[src/hdl/dctt_pkg.sv]
// Package for the deadline callback timer table: payload structs, codes, constants.
// No dependencies; used by every module under hdl.
package dctt_pkg;

    localparam int ENTRIES_DEF = 16;

    typedef struct packed {
        logic        cmd;
        logic [39:0] now_ms;
        logic [31:0] interval_ms;
        logic [31:0] handler_id;
        logic [31:0] context_id;
    } t_in;

    typedef struct packed {
        logic [1:0]  kind;
        logic [1:0]  status;
        logic [31:0] fired_handler;
        logic [31:0] fired_context;
        logic [31:0] delay_ms;
        logic        last;
    } t_out;

    localparam logic       CMD_SCHED = 1'b0;
    localparam logic       CMD_RUN   = 1'b1;
    localparam logic [1:0] KIND_STATUS = 2'd0;
    localparam logic [1:0] KIND_FIRED  = 2'd1;
    localparam logic [1:0] KIND_DELAY  = 2'd2;
    localparam logic [1:0] ST_OK       = 2'd0;
    localparam logic [1:0] ST_NOTFOUND = 2'd1;
    localparam logic [1:0] ST_FULL     = 2'd2;
    localparam logic [31:0] DELAY_MAX  = 32'h7FFF_FFFF;
    localparam logic [31:0] DELAY_NONE = 32'hFFFF_FFFF;

    typedef enum logic [2:0] {
        S_IDLE,
        S_READ,
        S_CHECK,
        S_INSERT,
        S_EMIT,
        S_REPORT
    } t_state;

endpackage

[src/hdl/dctt_mem.sv]
// Timer table storage: one synchronous memory holding handler, context, deadline.
// Depends on dctt_pkg only for the default table depth; the read data is registered.
module dctt_mem #(
    parameter int ENTRIES = dctt_pkg::ENTRIES_DEF,
    parameter int AW = (ENTRIES > 1) ? $clog2(ENTRIES) : 1
) (
    input  logic           i_clk,
    input  logic           i_we,
    input  logic [AW-1:0]  i_waddr,
    input  logic [104:0]   i_wdata,
    input  logic [AW-1:0]  i_raddr,
    output logic [104:0]   o_rdata
);
    logic [104:0] r_mem [ENTRIES];

    always_ff @(posedge i_clk) begin
        if (i_we) begin
            r_mem[i_waddr] <= i_wdata;
        end
        o_rdata <= r_mem[i_raddr];
    end
endmodule

[src/hdl/deadline_callback_timer_table_core.sv]
// Top level of the deadline callback timer table: sequencer plus table memory.
// Depends on dctt_pkg and dctt_mem.
//
// Every item walks the table once through the single memory read port,
// each entry in two steps (issue the read, then check the entry). A schedule
// that inserts then shifts the kept entries by a read-write walk from the
// tail, reading one entry and writing it one slot higher, and writes the new
// entry at the front. Results wait while the result channel is stalled. Kept
// entries are compacted in place during the walk (write pointer trails read
// pointer), so removal needs no extra pass. The next delay report comes after
// the walk that tracks the minimum remaining deadline. No clearing pass after
// reset.
module deadline_callback_timer_table_core #(
    parameter int ENTRIES = dctt_pkg::ENTRIES_DEF
) (
    input  logic             i_clk,
    input  logic             i_rst_n,
    input  logic             i_valid,
    output logic             o_stall,
    input  dctt_pkg::t_in    i_data,
    output logic             o_valid,
    input  logic             i_stall,
    output dctt_pkg::t_out   o_data
);
    localparam int AW = (ENTRIES > 1) ? $clog2(ENTRIES) : 1;
    localparam int CW = $clog2(ENTRIES + 1);

    dctt_pkg::t_state r_state, n_state;
    dctt_pkg::t_in    r_item, n_item;
    logic [CW-1:0] r_count, n_count;
    logic [CW-1:0] r_rd, n_rd;      // read pointer
    logic [CW-1:0] r_wr, n_wr;      // compaction write pointer
    logic          r_removed, n_removed;
    logic [40:0]   r_best, n_best;
    logic          r_have, n_have;
    logic          r_ovalid, n_ovalid;
    dctt_pkg::t_out r_out, n_out;

    logic          we;
    logic [AW-1:0] waddr, raddr;
    logic [104:0]  wdata, rdata;

    dctt_mem #(.ENTRIES(ENTRIES), .AW(AW)) u_mem (
        .i_clk(i_clk), .i_we(we), .i_waddr(waddr), .i_wdata(wdata),
        .i_raddr(raddr), .o_rdata(rdata)
    );

    logic [31:0] e_h, e_c;
    logic [40:0] e_d;
    logic [40:0] now41;
    logic        e_match, e_fire, out_free;
    logic [40:0] dl;

    assign e_h = rdata[104:73];
    assign e_c = rdata[72:41];
    assign e_d = rdata[40:0];
    assign now41 = {1'b0, r_item.now_ms};
    assign e_match = (e_h == r_item.handler_id) && (e_c == r_item.context_id);
    assign e_fire = now41 > e_d;
    assign out_free = !r_ovalid || !i_stall;
    assign o_stall = (r_state != dctt_pkg::S_IDLE);
    assign o_valid = r_ovalid;
    assign o_data = r_out;
    assign dl = r_best - now41;

    always_ff @(posedge i_clk) begin
        if (!i_rst_n) begin
            r_state <= dctt_pkg::S_IDLE;
            r_count <= '0;
            r_ovalid <= 1'b0;
        end else begin
            r_state <= n_state;
            r_count <= n_count;
            r_ovalid <= n_ovalid;
        end
        r_item <= n_item;
        r_rd <= n_rd;
        r_wr <= n_wr;
        r_removed <= n_removed;
        r_best <= n_best;
        r_have <= n_have;
        r_out <= n_out;
    end

    always_comb begin
        n_state = r_state;
        n_item = r_item;
        n_count = r_count;
        n_rd = r_rd;
        n_wr = r_wr;
        n_removed = r_removed;
        n_best = r_best;
        n_have = r_have;
        n_ovalid = r_ovalid && i_stall;
        n_out = r_out;
        we = 1'b0;
        waddr = r_wr[AW-1:0];
        wdata = rdata;
        raddr = r_rd[AW-1:0];
        unique case (r_state)
            dctt_pkg::S_IDLE: begin
                if (i_valid) begin
                    n_item = i_data;
                    n_rd = '0;
                    n_wr = '0;
                    n_removed = 1'b0;
                    n_have = 1'b0;
                    n_state = dctt_pkg::S_READ;
                end
            end
            dctt_pkg::S_READ: begin
                // issue read of entry r_rd
                if (r_rd >= r_count) begin
                    n_count = r_wr;
                    if (r_item.cmd == dctt_pkg::CMD_RUN) begin
                        n_state = dctt_pkg::S_REPORT;
                    end else if (r_item.interval_ms[31] || r_wr >= CW'(ENTRIES)) begin
                        n_state = dctt_pkg::S_EMIT;
                    end else begin
                        // shift from tail: read wr-1, write wr; start in read phase
                        n_rd = r_wr;
                        n_removed = 1'b0;
                        n_state = dctt_pkg::S_INSERT;
                    end
                end else begin
                    n_state = dctt_pkg::S_CHECK;
                end
            end
            dctt_pkg::S_CHECK: begin
                if (r_item.cmd == dctt_pkg::CMD_SCHED) begin
                    if (e_match) begin
                        n_removed = 1'b1;
                    end else begin
                        we = 1'b1;
                        n_wr = r_wr + 1'b1;
                    end
                    n_rd = r_rd + 1'b1;
                    n_state = dctt_pkg::S_READ;
                end else if (e_fire) begin
                    if (out_free) begin
                        n_ovalid = 1'b1;
                        n_out = '0;
                        n_out.kind = dctt_pkg::KIND_FIRED;
                        n_out.fired_handler = e_h;
                        n_out.fired_context = e_c;
                        n_rd = r_rd + 1'b1;
                        n_state = dctt_pkg::S_READ;
                    end
                end else begin
                    we = 1'b1;
                    n_wr = r_wr + 1'b1;
                    if (!r_have || e_d < r_best) begin
                        n_best = e_d;
                    end
                    n_have = 1'b1;
                    n_rd = r_rd + 1'b1;
                    n_state = dctt_pkg::S_READ;
                end
            end
            dctt_pkg::S_INSERT: begin
                // r_rd is the slot being filled; data of r_rd-1 arrives in the write phase
                if (r_rd == '0) begin
                    we = 1'b1;
                    waddr = '0;
                    wdata = {r_item.handler_id, r_item.context_id,
                             41'(r_item.now_ms) + 41'({{9{r_item.interval_ms[31]}},
                                                       r_item.interval_ms})};
                    n_count = r_count + 1'b1;
                    n_state = dctt_pkg::S_EMIT;
                end else if (!r_removed) begin
                    // read phase (reuse removed flag as phase bit)
                    raddr = AW'(r_rd - 1'b1);
                    n_removed = 1'b1;
                end else begin
                    we = 1'b1;
                    waddr = r_rd[AW-1:0];
                    n_rd = r_rd - 1'b1;
                    n_removed = 1'b0;
                end
            end
            dctt_pkg::S_EMIT: begin
                if (out_free) begin
                    n_ovalid = 1'b1;
                    n_out = '0;
                    n_out.kind = dctt_pkg::KIND_STATUS;
                    n_out.last = 1'b1;
                    if (r_item.interval_ms[31]) begin
                        n_out.status = r_removed ? dctt_pkg::ST_OK : dctt_pkg::ST_NOTFOUND;
                    end else if (r_count >= CW'(ENTRIES)) begin
                        n_out.status = (r_state == dctt_pkg::S_EMIT && !r_have)
                                       ? dctt_pkg::ST_FULL : dctt_pkg::ST_OK;
                    end else begin
                        n_out.status = dctt_pkg::ST_OK;
                    end
                    n_state = dctt_pkg::S_IDLE;
                end
            end
            dctt_pkg::S_REPORT: begin
                if (out_free) begin
                    n_ovalid = 1'b1;
                    n_out = '0;
                    n_out.kind = dctt_pkg::KIND_DELAY;
                    n_out.last = 1'b1;
                    if (!r_have) begin
                        n_out.delay_ms = dctt_pkg::DELAY_NONE;
                    end else if (r_best < now41) begin
                        n_out.delay_ms = '0;
                    end else if (dl > 41'(dctt_pkg::DELAY_MAX)) begin
                        n_out.delay_ms = dctt_pkg::DELAY_MAX;
                    end else begin
                        n_out.delay_ms = dl[31:0];
                    end
                    n_state = dctt_pkg::S_IDLE;
                end
            end
            default: n_state = dctt_pkg::S_IDLE;
        endcase
        // insert completion marks "not full" by setting r_have
        if (r_state == dctt_pkg::S_INSERT && r_rd == '0) begin
            n_have = 1'b1;
        end
    end
endmodule

[config.mk]
export PLATFORM = sky130hd
export DESIGN_NAME = deadline_callback_timer_table_core
export DESIGN_NICKNAME = d
export VERILOG_FILES = /design/src/hdl/dctt_pkg.sv /design/src/hdl/dctt_mem.sv /design/src/hdl/deadline_callback_timer_table_core.sv
export SDC_FILE = /design/constraint.sdc
export NUM_CORES = 2
export LEC_CHECK = 0
export ABC_AREA = 1
export BUFFER_PORTS_ARGS = -buffer_cell sky130_fd_sc_hd__buf_4
export CAP_MARGIN = 15
export CORE_MARGIN = 3
export CORE_UTILIZATION = 60
export CTS_CLUSTER_DIAMETER = 150
export DETAILED_ROUTE_END_ITERATION = 12
export GPL_TIMING_DRIVEN = 1
export PLACE_DENSITY_LB_ADDON = 0.25
export SYNTH_ARGS = -nofsm -noshare
export SYNTH_HDL_FRONTEND = slang
export SYNTH_SLANG_ARGS = --single-unit
[constraint.sdc]
create_clock -name i_clk -period 10.3 [get_ports i_clk]
set_input_delay 1.545 -clock i_clk [delete_from_list [all_inputs] [get_ports i_clk]]
set_output_delay 1.545 -clock i_clk [all_outputs]
set_load 0.005 [all_outputs]
Yosys cells after proc, flatten, opt, wreduce, memory -nomap -nowiden
Memories as Yosys holds them, arrays and structs flattened. A register that Yosys moved wholly into a read port is not among the register bits.
Index checks and enable logic that the tools add are counted.
{"block": "totals", "mem_bits_ro": 0, "in_bits": 141, "register_bits": 300, "latch_bits": 0, "output_inout_bits": 103, "mem_bits_rw": 1680, "mem_count": 1}
{"memory": "u_mem.r_mem", "words": 16, "word_bits": 105, "read_ports": 1, "rd_ports_with_merged_regs": 1, "write_ports": 1, "line_no": "dctt_mem.sv:14", "rtl": "logic [104:0] r_mem [ENTRIES];"}
{"block": "classes", "addsub": 6, "bitwise_logic": 1, "eq_ne": 26, "multipliers": 0, "reduce_logical": 27, "shift": 0, "n_lt_le_gt_ge": 7, "mux": 72, "n_div": 0}
{"cell": "$mux W101", "count": 5}
{"cell": "$pmux W101 S3", "count": 1}
{"cell": "$mux W105", "count": 2}
{"cell": "$mux W32", "count": 3}
{"cell": "$mux W5", "count": 14}
{"cell": "$eq A32 B32 Y1", "count": 2}
{"cell": "$add A40 B41 Y41", "count": 1}
{"cell": "$gt A40 B41 Y1", "count": 1}
{"cell": "$gt A41 B31 Y1 const B", "count": 1}
{"cell": "$lt A41 B40 Y1", "count": 1}
{"cell": "$lt A41 B41 Y1", "count": 1}
{"cell": "$sub A41 B40 Y41", "count": 1}
{"cell": "$ne A2 B2 Y1 const B", "count": 14}
{"cell": "$mux W3", "count": 9}
{"cell": "$mux W4", "count": 6}
{"cell": "$mux W1", "count": 21}
{"cell": "$pmux W5 S2", "count": 2}
{"cell": "$pmux W5 S4", "count": 1}
{"cell": "$reduce_and A4 Y1", "count": 4}
{"cell": "$reduce_and A8 Y1", "count": 2}
{"cell": "$add A5 B1 Y5 const B", "count": 3}
{"cell": "$pmux W3 S5", "count": 1}
{"cell": "$ge A5 B5 Y1 const B", "count": 2}
{"cell": "$eq A3 B2 Y1 const B", "count": 2}
{"cell": "other kinds (23)", "count": 39}

Depth between registers and ports, before layout
{"block": "logic_depth", "word_depth": 7, "mapped_depth": 21, "ltp_nobuf": 20}

Hierarchy
Synthesis repeated with hierarchy kept, for this count alone.
{"block": "hier_totals", "cells_unflattened": 9563, "hier_area_um2": 95081.2}
{"mod": "dctt_mem", "n_inst": 1, "area_per_inst_um2": 73907.1, "cells_per_inst": 6890}
{"mod": "deadline_callback_timer_table_core", "n_inst": 1, "area_per_inst_um2": 21174.1, "cells_per_inst": 2673}

Least setup slack after synthesis
OpenSTA, ideal clock, no wires.
{"block": "synth_timing", "path_kind": "input to register", "startpoint": "input i_valid", "endpoint": "register r_item, in the netlist now41[0], enable pin", "stages": 2, "n_path_buf": 0, "path_slack_ns": 2.430, "arrival_time_ns": 7.235, "t_required_ns": 9.665, "path_cell_list": "inv_1 nor2_1"}
{"block": "synth_via", "elab_chain_cells": 1}
{"element": "start: declaration", "line_no": "deadline_callback_timer_table_core.sv:18", "rtl": "input logic i_valid,"}
{"element": "$reduce_and A2 Y1 (no source line)"}
{"element": "end signal: assignment", "line_no": "deadline_callback_timer_table_core.sv:76", "rtl": "r_item <= n_item;"}
{"element": "end: declaration", "line_no": "deadline_callback_timer_table_core.sv:29", "rtl": "dctt_pkg::t_in r_item, n_item;"}
No other way between the ends.
A chain may end at the register's enable or synchronous reset.

Worst setup path in the final report
{"block": "layout_timing", "startpoint": "register r_item, in the netlist now41[38]", "endpoint": "memory u_mem.r_mem[7][19], enable pin"}
{"block": "layout_via", "elab_chain_cells": 6}
{"element": "$gt A40 B41 Y1", "line_no": "deadline_callback_timer_table_core.sv:59", "rtl": "assign e_fire = now41 > e_d;"}
{"element": "$mux W1", "line_no": "deadline_callback_timer_table_core.sv:139", "rtl": "end else if (e_fire) begin"}
{"element": "$mux W1", "line_no": "deadline_callback_timer_table_core.sv:130", "rtl": "if (r_item.cmd == dctt_pkg::CMD_SCHED) begin"}
{"element": "$pmux W1 S2", "line_no": "deadline_callback_timer_table_core.sv:100", "rtl": "unique case (r_state)"}
{"element": "$mux W1", "line_no": "dctt_mem.sv:17", "rtl": "if (i_we) begin"}
{"element": "$mux W1 (implied by the code)", "line_no": "dctt_mem.sv:18", "rtl": "r_mem[i_waddr] <= i_wdata;"}
{"element": "end: declaration", "line_no": "dctt_mem.sv:14"}
No other way between the ends.

==> results summary <==
The arrival time at the worst endpoint is 6640 ps. The pin count of the biggest net entering global routing came out at 230. The post-route clock period utilization is 0.602. Data on the critical path is required at its endpoint by 10730 ps. Setup violations remaining at the end of the flow were counted as 0.

At the end of the flow the core is filled with cells to 0.678. The worst-case clock buffer depth is 3. In this run, synthesis produced a sequential element count of 2085. The via count of the first global-routing pass came out at 57700. The final standard cell area without fillers is 97900 sq um. The headroom to the max-slew limit is 0.130.

The layout cell share with drive strength beyond 1 is 0.0945. The number of enable flip-flop cells after synthesis is 1970. The final hold violation count came to 0. The highest fanout seen on the critical path came out at 54.

The count of nets left with antenna violations after detail routing is 0. The transition time at the pin with the least slew margin came out at 1300 ps. The setup clock skew after layout is 44.2 ps.

The cell sitting at the root of the clock tree is a sky130_fd_sc_hd__clkbuf_16. The setup check on the worst reg-to-reg path leaves a slack of 4100 ps. The count of unresolved DRC violations after routing came out at 0. The die span in x came out at 389 microns.

The critical path class is register to register. The final cell count without fillers is 9472. In the layout the commonest cells are sky130_fd_sc_hd__edfxtp_1, sky130_fd_sc_hd__nor2_1, sky130_fd_sc_hd__o21ai_0. The layout net count came out at 7707.

The number of different library cells in the post-synthesis netlist came out at 56. Setup repair after global routing left no endpoint under its margin. The number of primary I/O pins is 244. The power density relative to cell area is 310 nW/um^2. The clock edge transition at the registers on the reported setup and hold paths came out at 60 ps. The gate count after technology mapping came out at 7217. The depth of the most critical reg-to-reg path came out at 13.

Synthesis produced a netlist with a net count of 7531. The mean number of vias per cell is 6.31. The initial antenna violation count came out at 11.

The number of I/O port buffers is 243. The final period demand of the worst path came out at 6200 ps. The final global-route overflow total is 0.

The total leakage power is 0.0343 uW. The final setup TNS is 0 ps. The class of the most critical hold timing path is register to register.

The maximum vdd drop came out at 0.242 mV. The worst setup path is launched from a register. The number of cells upsized or downsized after cts is 0. The number of post-CTS setup repair buffers came out at 0. The routed wire length came out at 245 mm.

The CTS sink count is 2085. The cell area after placement is 91300 sq um. For this run, the leading register cell type out of synthesis is sky130_fd_sc_hd__edfxtp_1. The count of TritonRoute iterations in the first routing pass is 6.

The first-pass GRT wire length is 362 mm. The number of placed instances, taps included is 9075. After the first detailed-routing iteration, the DRC count stood at 7254. For this configuration, the core starts out at a cell density of 0.608.

The maximum frequency from static timing analysis came out at 161 MHz. The flow ran to the end, and the final reports show no timing, DRC or antenna violations. The clock tree synthesis step divided the H-tree into 4 levels. The number of hold buffers added after CTS came out at 0. The number of maximum-capacitance constraint violations came out at 0. In the post-synthesis netlist, the biggest area contributors are sky130_fd_sc_hd__edfxtp_1, sky130_fd_sc_hd__nor2_1, sky130_fd_sc_hd__o21ai_0. The proportion of synthesized flip-flops having asynchronous set or reset is 0.

TritonCTS built the clock tree. The die footprint is 151000 sq um. The worst setup path is captured at a register. After floorplanning, the core was divided into 139 placement rows. The area added between synthesis and finish is 11.5%.

The fraction of the yosys area taken by sequential cells came out at 0.700. The clock reaches the later pin of the worst-skew pair after 840 ps. The final RePlAce weighted congestion is 1.00. In this run the vertical extent of the chip is 389 microns. The most common cell after layout, fill and taps aside is sky130_fd_sc_hd__edfxtp_1. The synthesized area divided by synthesized cell count came out at 12.2 sq um. The yosys synthesis warning count is 0. The worst hold path depth is 0. The estimated wirelength of the detail-placed design came out at 143 mm. The detailed router placed 59800 vias in this run. The core area is 145000 sq um.

The overall routing resource usage came out at 0.319. The clock buffer count from CTS came out at 202. After layout, the design draws a total of 30300 uW. The routed wire length per instance came out at 25.8 microns.

The mapped netlist covers 87800 sq um. Of the post-synthesis cell area, the dominant cell type holds 0.674. Summed over all instances, the cell type with the most area after synthesis is sky130_fd_sc_hd__edfxtp_1. The total count of max-transition violations in the final report came out at 0.
metrics by stage:
stage               hold slack, ps  worst slack [ps]
finish                         452              4100
detailed placement             448              4210
CTS                            456              4180
global route                   471              3980
global placement               443              4330
floorplan                      434              2430
sequential cells by signal (all words and copies together) (netlist names):
register / flops
u_mem.r_mem: 1680
now41: 40
r_state: 3
r_best: 41
o_valid: 1
r_wr: 5
r_removed: 1
u_mem.o_rdata: 105
r_count: 5
r_have: 1
r_rd: 5
r_item: 97
o_data: 101
cell families after synthesis:
logic type	synth area share
AO/OA/AOI/OAI	0.124
flip-flops	0.700
adder cells (fa/ha/maj)	0.0248
buffers and inverters	0.0430
AND/OR/NAND/NOR	0.0985
XOR/XNOR	0.00947
worst paths after layout:
path,start,to
setup / recovery,now41[38],u_mem.r_mem[7][19]
hold / removal,u_mem.o_rdata[6],r_best[6]
setup reg to reg,now41[38],u_mem.r_mem[7][19]
hold reg to reg,u_mem.o_rdata[6],r_best[6]
worst max-delay path, cell delays in order, from the launching register on:
cell	delay, ps
sky130_fd_sc_hd__edfxtp_1	440
sky130_fd_sc_hd__ha_1	330
sky130_fd_sc_hd__nand4_1	90
sky130_fd_sc_hd__inv_1	100
sky130_fd_sc_hd__nand4_1	310
sky130_fd_sc_hd__nor4b_1	1070
sky130_fd_sc_hd__nand3_1	270
sky130_fd_sc_hd__nand2_1	240
sky130_fd_sc_hd__nor2_1	110
sky130_fd_sc_hd__o22ai_1	480
sky130_fd_sc_hd__nand2_1	380
sky130_fd_sc_hd__nor2_4	160
sky130_fd_sc_hd__buf_4	850
sky130_fd_sc_hd__buf_4	890
synth_stat cells (73+ instances only):
master / n
sky130_fd_sc_hd__o21ai_0: 808
sky130_fd_sc_hd__buf_2: 166
sky130_fd_sc_hd__o21ai_1: 299
sky130_fd_sc_hd__nor2_1: 1155
sky130_fd_sc_hd__ha_1: 171
sky130_fd_sc_hd__o221ai_1: 261
sky130_fd_sc_hd__nand3_1: 186
sky130_fd_sc_hd__inv_1: 466
sky130_fd_sc_hd__edfxtp_1: 1970
sky130_fd_sc_hd__nand4_1: 73
sky130_fd_sc_hd__a21oi_1: 171
sky130_fd_sc_hd__o211ai_1: 86
sky130_fd_sc_hd__o22ai_1: 167
sky130_fd_sc_hd__dfxtp_1: 115
sky130_fd_sc_hd__clkbuf_1: 158
sky130_fd_sc_hd__nand2_1: 634
layout make-up:
class | instances | area [sq um]
Tap cell | 1903 | 2380
Fill cell | 10200 | 46600
Inverter | 476 | 1820
Multi-Input combinational cell | 4259 | 22800
Clock inverter | 91 | 871
Sequential cell | 2085 | 61500
Clock buffer | 284 | 5570
Timing Repair Buffer | 369 | 3050
Antenna cell | 5 | 12.5
where the power goes:
group | internal (uW) | switching, uW
combinational | 3060 | 8400
clock | 4030 | 3130
sequential | 11300 | 439
layer usage:
metal / routed length, microns / vias up / GRT usage
li1: - / 26700 / -
met1: 93900 / 29200 / 0.427
met2: 117000 / 3302 / 0.519
met3: 22600 / 531 / 0.0545
met4: 10600 / 8 / 0.135
met5: 48 / - / 0
No activity file was read; power rests on OpenSTA's default activity.
